$ cat config.mk
export PLATFORM = sky130hd
export DESIGN_NAME = json_command_frame_extractor_flat
export DESIGN_NICKNAME = d
export VERILOG_FILES = /design/src/sv/jcfe_pkg.sv /design/src/sv/jcfe_if.sv /design/src/sv/json_command_frame_extractor.sv /design/src/flat_wrapper.sv
export SDC_FILE = /design/constraint.sdc
export NUM_CORES = 1
export LEC_CHECK = 0
export BUFFER_PORTS_ARGS = -buffer_cell sky130_fd_sc_hd__buf_2
export CAP_MARGIN = 20
export CORE_AREA = 2 2 97 99
export CTS_BUF_LIST = sky130_fd_sc_hd__clkbuf_4 sky130_fd_sc_hd__clkbuf_8 sky130_fd_sc_hd__clkbuf_16
export CTS_CLUSTER_DIAMETER = 200
export DETAILED_ROUTE_END_ITERATION = 7
export DIE_AREA = 0 0 99 101
export GPL_ROUTABILITY_DRIVEN = 0
export MAX_ROUTING_LAYER = met4
export PLACE_DENSITY = 0.81
export SLEW_MARGIN = 20
export SYNTH_ARGS = -nofsm -noshare
export SYNTH_HDL_FRONTEND = slang
export SYNTH_SLANG_ARGS = --single-unit
$ cat constraint.sdc
create_clock -name clk -period 7.88 [get_ports clk]
set_clock_uncertainty 0.05 [all_clocks]
set_input_delay 0.788 -clock clk [delete_from_list [all_inputs] [get_ports clk]]
set_output_delay 0.788 -clock clk [all_outputs]
set_load 0.02 [all_outputs]
$ cat src/sv/jcfe_pkg.sv
// Shared types and character codes for the JSON command frame extractor.
// Depends on nothing; used by the channel interfaces and the top level.
`timescale 1ns / 1ps

package jcfe_pkg;

  typedef enum logic [2:0] {
    ST_IDLE  = 3'd0,
    ST_START = 3'd1,
    ST_BYTE  = 3'd2,
    ST_END   = 3'd3,
    ST_ABORT = 3'd4
  } status_t;

  localparam logic [7:0] CH_PLUS   = 8'h2B;
  localparam logic [7:0] CH_QUOTE  = 8'h22;
  localparam logic [7:0] CH_LBRACE = 8'h7B;
  localparam logic [7:0] CH_RBRACE = 8'h7D;
  localparam logic [7:0] CH_LBRACK = 8'h5B;
  localparam logic [7:0] CH_RBRACK = 8'h5D;

  localparam int unsigned LEN_W = 12;
  localparam int unsigned POS_W = 11;

endpackage

$ cat src/sv/jcfe_if.sv
// Valid/ready channel interfaces: received bytes in, per-byte status out.
// Depends on jcfe_pkg for the status type.
`timescale 1ns / 1ps

interface jcfe_byte_if;
  logic       valid;
  logic       ready;
  logic [7:0] data_byte;

  modport source (output valid, output data_byte, input ready);
  modport sink   (input valid, input data_byte, output ready);
endinterface

interface jcfe_result_if;
  logic                            valid;
  logic                            ready;
  jcfe_pkg::status_t               status;
  logic [7:0]                      out_byte;
  logic [jcfe_pkg::POS_W-1:0]      frame_position;

  modport source (output valid, output status, output out_byte, output frame_position,
                  input ready);
  modport sink   (input valid, input status, input out_byte, input frame_position,
                  output ready);
endinterface

$ cat src/sv/json_command_frame_extractor.sv
// Top level of the JSON command frame extractor: header search, depth tracking, output buffer.
// Depends on jcfe_pkg and the channel interfaces in jcfe_if.sv.
`timescale 1ns / 1ps

// Takes one byte per clock while data.ready is high and returns one status request per byte,
// through the result register, in order. Frames open with {"+ (the '+' reports frame start at
// position 2) and close when the brace depth returns to zero; overlong frames, brackets still
// open at the close and a stray '+' inside a frame report abort. Throughput is one byte per
// cycle: the state update is a single pass of compares and 12-bit/8-bit counters. A two-entry
// output buffer (result register plus skid register) keeps the input ready for one more byte
// while a result waits; data.ready drops only when both entries are full. The user writes
// max_frame_len (cfg_wen/cfg_wdata) only while no byte is in flight; unenforced by the block.
module json_command_frame_extractor #(
  parameter int unsigned MAX_FRAME = 2048
) (
  input  logic                        clk,
  input  logic                        rst,
  jcfe_byte_if.sink                   data,
  jcfe_result_if.source               result,
  input  logic                        cfg_wen,
  input  logic [jcfe_pkg::LEN_W-1:0]  cfg_wdata
);

  localparam logic [jcfe_pkg::LEN_W-1:0] MAX_LIM =
    (MAX_FRAME > 4095) ? {jcfe_pkg::LEN_W{1'b1}} : jcfe_pkg::LEN_W'(MAX_FRAME);

  logic [jcfe_pkg::LEN_W-1:0] max_frame_len;

  logic                       in_frame;
  logic [jcfe_pkg::LEN_W-1:0] frame_length;
  logic [7:0]                 brace_depth;
  logic [7:0]                 bracket_depth;
  logic [7:0]                 last_byte;
  logic [7:0]                 second_last_byte;
  logic [1:0]                 history_count;

  logic                       in_frame_next;
  logic [jcfe_pkg::LEN_W-1:0] frame_length_next;
  logic [7:0]                 brace_depth_next;
  logic [7:0]                 bracket_depth_next;
  logic [7:0]                 last_byte_next;
  logic [7:0]                 second_last_byte_next;
  logic [1:0]                 history_count_next;

  jcfe_pkg::status_t          st_calc;
  logic [jcfe_pkg::POS_W-1:0] pos_calc;
  logic [jcfe_pkg::LEN_W-1:0] limit;
  logic                       header_match;
  logic [jcfe_pkg::LEN_W-1:0] len_inc;

  logic                       skid_valid;
  jcfe_pkg::status_t          skid_status;
  logic [7:0]                 skid_byte;
  logic [jcfe_pkg::POS_W-1:0] skid_pos;

  logic                       in_fire;
  logic                       out_fire;

  assign data.ready = !skid_valid;
  assign in_fire    = data.valid && data.ready;
  assign out_fire   = result.valid && result.ready;
  assign limit      = (max_frame_len < MAX_LIM) ? max_frame_len : MAX_LIM;

  always_comb begin
    header_match = (data.data_byte == jcfe_pkg::CH_PLUS) && (history_count == 2'd2) &&
                   (second_last_byte == jcfe_pkg::CH_LBRACE) &&
                   (last_byte == jcfe_pkg::CH_QUOTE);

    in_frame_next         = in_frame;
    frame_length_next     = frame_length;
    brace_depth_next      = brace_depth;
    bracket_depth_next    = bracket_depth;
    last_byte_next        = last_byte;
    second_last_byte_next = second_last_byte;
    history_count_next    = history_count;
    st_calc               = jcfe_pkg::ST_IDLE;
    pos_calc              = '0;
    len_inc               = '0;

    if (data.data_byte == jcfe_pkg::CH_PLUS) begin
      if (header_match) begin
        in_frame_next      = 1'b1;
        frame_length_next  = jcfe_pkg::LEN_W'(2);
        brace_depth_next   = 8'd1;
        bracket_depth_next = 8'd0;
      end else if (in_frame) begin
        // stray plus: drop the frame and restart the history from this byte
        st_calc               = jcfe_pkg::ST_ABORT;
        pos_calc              = frame_length[jcfe_pkg::POS_W-1:0];
        in_frame_next         = 1'b0;
        frame_length_next     = '0;
        brace_depth_next      = '0;
        bracket_depth_next    = '0;
        last_byte_next        = '0;
        second_last_byte_next = '0;
        history_count_next    = 2'd0;
      end
    end

    // shift the byte into the history window
    second_last_byte_next = last_byte_next;
    last_byte_next        = data.data_byte;
    if (history_count_next != 2'd2) begin
      history_count_next = history_count_next + 2'd1;
    end

    if (in_frame_next) begin
      unique case (data.data_byte)
        jcfe_pkg::CH_LBRACE: brace_depth_next   = brace_depth_next + 8'd1;
        jcfe_pkg::CH_RBRACE: brace_depth_next   = brace_depth_next - 8'd1;
        jcfe_pkg::CH_LBRACK: bracket_depth_next = bracket_depth_next + 8'd1;
        jcfe_pkg::CH_RBRACK: bracket_depth_next = bracket_depth_next - 8'd1;
        default: ;
      endcase

      pos_calc = frame_length_next[jcfe_pkg::POS_W-1:0];
      len_inc  = frame_length_next + jcfe_pkg::LEN_W'(1);

      if ((len_inc >= limit) || (brace_depth_next == 8'd0 && bracket_depth_next != 8'd0) ||
          (brace_depth_next == 8'd0)) begin
        if ((len_inc >= limit) || (bracket_depth_next != 8'd0 && brace_depth_next == 8'd0)) begin
          st_calc = jcfe_pkg::ST_ABORT;
        end else begin
          st_calc = jcfe_pkg::ST_END;
        end
        in_frame_next         = 1'b0;
        frame_length_next     = '0;
        brace_depth_next      = '0;
        bracket_depth_next    = '0;
        last_byte_next        = '0;
        second_last_byte_next = '0;
        history_count_next    = 2'd0;
      end else begin
        st_calc           = header_match ? jcfe_pkg::ST_START : jcfe_pkg::ST_BYTE;
        frame_length_next = len_inc;
      end
    end
  end

  always_ff @(posedge clk) begin
    if (rst) begin
      max_frame_len    <= MAX_LIM;
      in_frame         <= 1'b0;
      frame_length     <= '0;
      brace_depth      <= '0;
      bracket_depth    <= '0;
      last_byte        <= '0;
      second_last_byte <= '0;
      history_count    <= 2'd0;
    end else begin
      if (cfg_wen) begin
        max_frame_len <= cfg_wdata;
      end
      if (in_fire) begin
        in_frame         <= in_frame_next;
        frame_length     <= frame_length_next;
        brace_depth      <= brace_depth_next;
        bracket_depth    <= bracket_depth_next;
        last_byte        <= last_byte_next;
        second_last_byte <= second_last_byte_next;
        history_count    <= history_count_next;
      end
    end
  end

  // result register plus skid entry
  always_ff @(posedge clk) begin
    if (rst) begin
      result.valid <= 1'b0;
      skid_valid   <= 1'b0;
    end else if (!result.valid || out_fire) begin
      if (skid_valid) begin
        result.valid <= 1'b1;
        skid_valid   <= 1'b0;
      end else begin
        result.valid <= in_fire;
      end
    end else if (in_fire) begin
      skid_valid <= 1'b1;
    end
  end

  always_ff @(posedge clk) begin
    if (!result.valid || out_fire) begin
      if (skid_valid) begin
        result.status         <= skid_status;
        result.out_byte       <= skid_byte;
        result.frame_position <= skid_pos;
      end else if (in_fire) begin
        result.status         <= st_calc;
        result.out_byte       <= data.data_byte;
        result.frame_position <= pos_calc;
      end
    end else if (in_fire) begin
      skid_status <= st_calc;
      skid_byte   <= data.data_byte;
      skid_pos    <= pos_calc;
    end
  end

  a_skid_behind_result: assert property (@(posedge clk) disable iff (rst)
    skid_valid |-> result.valid)
    else $error("skid entry holds a request while the result register is empty");

  a_open_frame_depth: assert property (@(posedge clk) disable iff (rst)
    in_frame |-> (brace_depth != 8'd0) && (frame_length >= jcfe_pkg::LEN_W'(3)))
    else $error("open frame with zero brace depth or short length");

  a_closed_frame_clear: assert property (@(posedge clk) disable iff (rst)
    !in_frame |-> (frame_length == '0) && (brace_depth == 8'd0) && (bracket_depth == 8'd0))
    else $error("frame counters not cleared outside a frame");

  a_history_bound: assert property (@(posedge clk) disable iff (rst)
    history_count != 2'd3)
    else $error("history count beyond two bytes");

  a_idle_position: assert property (@(posedge clk) disable iff (rst)
    (result.valid && result.status == jcfe_pkg::ST_IDLE) |-> (result.frame_position == '0))
    else $error("idle status with nonzero frame position");

endmodule

$ cat src/flat_wrapper.sv
// flat-port wrapper written by rule: the top's interface ports become plain ports
module json_command_frame_extractor_flat 
#(
  parameter int unsigned MAX_FRAME = 2048
)
  (clk, rst, cfg_wen, cfg_wdata, data_valid, data_data_byte, data_ready, result_valid, result_status, result_out_byte, result_frame_position, result_ready);
  jcfe_byte_if data_i ();
  jcfe_result_if result_i ();
  input  logic clk;
  input  logic rst;
  input  logic cfg_wen;
  input  logic [jcfe_pkg::LEN_W-1:0] cfg_wdata;
  input wire logic [$bits(data_i.valid)-1:0] data_valid;
  input wire logic [$bits(data_i.data_byte)-1:0] data_data_byte;
  output wire logic [$bits(data_i.ready)-1:0] data_ready;
  output wire logic [$bits(result_i.valid)-1:0] result_valid;
  output wire logic [$bits(result_i.status)-1:0] result_status;
  output wire logic [$bits(result_i.out_byte)-1:0] result_out_byte;
  output wire logic [$bits(result_i.frame_position)-1:0] result_frame_position;
  input wire logic [$bits(result_i.ready)-1:0] result_ready;
  assign data_i.valid = data_valid;
  assign data_i.data_byte = data_data_byte;
  assign data_ready = data_i.ready;
  assign result_valid = result_i.valid;
  assign result_status = result_i.status;
  assign result_out_byte = result_i.out_byte;
  assign result_frame_position = result_i.frame_position;
  assign result_i.ready = result_ready;
  json_command_frame_extractor #(.MAX_FRAME(MAX_FRAME)) u_core (.clk(clk), .rst(rst), .data(data_i), .result(result_i), .cfg_wen(cfg_wen), .cfg_wdata(cfg_wdata));
endmodule
==> impl_metrics.py <==
metrics = {
    "outcome": {
        "status": "finished, final reports clean",
    },
    "clock_network": {
        "cts-root-buf": "clkbuf_8",
        "htreeDepth": 3,
        "cts_buffers": 9,
        "cts_hold_buf": 0,
        "clk_latency_ns": 0.37,
        "tritoncts": "yes",
        "clkTransAtPathRegs_ns": 0.10,
        "cts_setup_buffers": 0,
        "cts.repair.resized": 0,
        "clockBufferDepth": 2,
        "cts.sinks": 105,
    },
    "cells_and_area": {
        "n_antenna_cell": 0,
        "final_common_cell": "nor2_1",
        "final_nets": 659,
        "instances_no_fill": 722,
        "layout-drive-gt1-share_pct": 16.2,
        "final_cell_mix": "nor2_1 (63), dfxtp_1 (61), nand2_1 (60)",
        "fin_util_pct": 67.9,
        "areaGrowthSynthToFinish_pct": 9.66,
    },
    "routing": {
        "antenna_left": 0,
        "drc": 0,
        "wl_per_cell_um": 16.9,
        "viasPerCell": 6.26,
        "vias": 4519,
        "dr.pass1.iters": 8,
        "drt_iter0_markers": 452,
        "wirelength_um": 12200,
    },
    "logic_synthesis": {
        "ys_types": 56,
        "seq_area_frac_synth_pct": 45.7,
        "syn_area_um2": 5560,
        "synth_edf_count": 44,
        "async_flop_share_pct": 0,
        "ys.flop_type": "dfxtp_1",
        "ys_ff_latch": 105,
        "synth_nets": 625,
        "synth_area_per_cell_um2": 9.72,
        "synth_warnings": 0,
        "synth_cells": 572,
    },
    "worst_setup_path": {
        "cp-start-kind": "input pin",
        "crit_arrival_ns": 5.69,
        "critical_path_class": "in2reg",
        "cp_cell_sequence": "buf_2 > or4b_4 > or4_1 > nor2_1 > o21ai_1 > nand2_1 > inv_1 > ha_1 > nand2_1 > nor2_1 > nand4_1 > xor2_1 > nor2_1 > ha_1 > nor4_1 > nand2_1 > a211oi_1 > o211ai_1 > o21ba_2 > nand3_1 > a31oi_1",
        "endpoint_kind": "register",
        "rrSetupSlack_ns": 3.10,
        "path_max_fanout": 30,
        "slowest_stage": "o21ba_2",
        "worst_r2r_endpoint": "u_core.bracket_depth[6]$_SDFFE_PP0P_",
        "crit_required_ns": 8.12,
        "cpPeakStageDelay_ns": 0.69,
        "ff2ff_path_depth": 20,
        "reg2reg_from": "u_core.last_byte[7]$_SDFFE_PP0P_",
    },
    "die": {
        "rows": 35,
        "floorplan.initialDensity_pct": 61.9,
        "die_area_um2": 10000,
        "io_pins": 49,
        "dieHeight_um": 101,
        "core-area_um2": 8980,
        "die_x_um": 99,
    },
    "timing": {
        "setup_viol": 0,
        "min_period_over_period_pct": 69.2,
        "setup_tns_ns": 0,
        "fin_crit_ns": 5.45,
        "drv_slew": 0,
        "hold_violations": 0,
        "tightest_slew_ns": 0.996,
        "whs_ns": 0.433,
        "fin_ws_ns": 2.43,
        "slew_headroom_pct": 33.4,
        "clock.fmax_mhz": 183,
        "rsz0062_at_grt": "false",
    },
    "place": {
        "dp_slack_ns": 2.17,
        "post-dp-hpwl_um": 8630,
        "port-buffer-count": 48,
        "dp_cells": 706,
    },
    "power": {
        "intPower_w": 0.000800,
        "power_frac_comb_pct": 6.7,
        "swShare_pct": 23.9,
        "p_per_area_nw_per_um2": 172,
        "p_leak_nw": 2.44,
        "switching_power_w": 0.000251,
        "pwr-share-seq_pct": 56.4,
        "peakVddDrop_uv": 129,
        "p_clk_share_pct": 36.9,
    },
    "global_route": {
        "gr-total-overflow": 0,
        "grt_pass1_wl_um": 20400,
        "gr-usage-all-layers_pct": 25.9,
        "grt_max_degree": 46,
        "antenna_found_initial": 0,
        "grt_pass1_vias": 4366,
    },
    "hold_path": {
        "worstHoldPathCells": 1,
        "hp-start": "u_core.second_last_byte[2]$_SDFFE_PP0P_",
        "holdPathEnd": "u_core.second_last_byte[2]$_SDFFE_PP0P_",
        "hold_class": "reg2reg",
    },
    "flow_run": {
        "cap_viol_max_count": 0,
    },
}
[critical path, delay by kind of cell]
kind	cells	cell delay (ns)
compound gates	5	1.58
xor+xnor	1	0.18
fa+ha+maj	2	0.51
buf+inv	2	0.21
simple gates	11	2.40
[logic make-up (layout without fill, tap and decap cells)]
family                   Yosys count  count (layout)  synth area share (%)
flip-flops                       105             105                  45.7
XOR/XNOR                          18              18                  2.84
adder cells (fa/ha/maj)           28              28                  6.57
AND/OR/NAND/NOR                  221             221                  19.6
multiplexers                      33              33                  6.37
AO/OA/AOI/OAI                    126             126                  15.8
buffers and inverters             41              80                  3.04
[synth_stat cells, types with 13 or more instances]
cell type / n / area share, %
nor2_1: 64 / 4.3
dfxtp_1: 61 / 22
nand2_1: 60 / 4.1
edfxtp_1: 44 / 24
ha_1: 26 / 5.9
o21ai_0: 24 / 2.2
and3_1: 23 / 2.6
a22oi_1: 22 / 3.0
clkbuf_1: 22 / 1.5
a21oi_1: 19 / 1.7
mux2_2: 19 / 3.8
nand3_1: 15 / 1.4
mux2i_1: 14 / 2.5
and2_1: 13 / 1.5
[flip-flops by register name, summed over array words and instances, names as in the netlist]
signal                        count
u_core.second_last_byte           8
u_core.frame_length              12
u_core.result.frame_position     11
u_core.bracket_depth              8
u_core.result.out_byte            8
u_core.skid_byte                  8
u_core.result.valid               1
u_core.last_byte                  8
u_core.skid_pos                  11
u_core.skid_valid                 1
u_core.brace_depth                8
u_core.skid_status                3
u_core.max_frame_len             12
u_core.result.status              3
u_core.history_count              2
u_core.in_frame                   1
[metal layers]
| layer | vias up | track usage, % | routed length (um) |
|---|---|---|---|
| met5 | - | - | 0 |
| met4 | 0 | 7.69 | 210 |
| met3 | 19 | 4.30 | 816 |
| met2 | 189 | 41.2 | 5740 |
| met1 | 2148 | 34.4 | 5410 |
| li1 | 2163 | - | - |
[worst max-delay path by stage]
stage	startpoint	slack, ns	end
floorplan	data_data_byte[4]	3.16	u_core.bracket_depth[2]$_SDFFE_PP0P_
global placement	data_data_byte[4]	2.38	u_core.bracket_depth[6]$_SDFFE_PP0P_
detailed placement	data_data_byte[4]	2.17	u_core.bracket_depth[2]$_SDFFE_PP0P_
CTS	data_data_byte[4]	2.55	u_core.bracket_depth[7]$_SDFFE_PP0P_
global route	data_data_byte[4]	2.14	u_core.bracket_depth[7]$_SDFFE_PP0P_
finish	data_data_byte[4]	2.43	u_core.bracket_depth[6]$_SDFFE_PP0P_
[power by group through the flow]
stage / logic (W) / clock network [W] / registers (W)
2_1_floorplan: 0.0000372 / 0 / 0.000613
3_3_place_gp: 0.0000678 / 0 / 0.000604
3_5_place_dp: 0.0000705 / 0 / 0.000605
4_1_cts: 0.0000708 / 0.000390 / 0.000593
5_1_grt: 0.0000771 / 0.000415 / 0.000595
6_report: 0.0000707 / 0.000388 / 0.000593
[cell type report]
cell class              instances  area, um2
multi-input cells             426       2850
well taps                     111        139
clock inverters                 7        126
repair buffers                 51        263
clock buffers                   9        124
inverters                      13       51.3
flip-flops and latches        105       2540
fillers                       693       2880
[metrics by stage]
step	total power (W)	cell area (um2)
global placement	0.000672	5840
detailed placement	0.000675	5840
floorplan	0.000650	5560
finish	0.00105	6100
CTS	0.00105	6090
global route	0.00109	6100
Power figures use the tool's default switching activity.
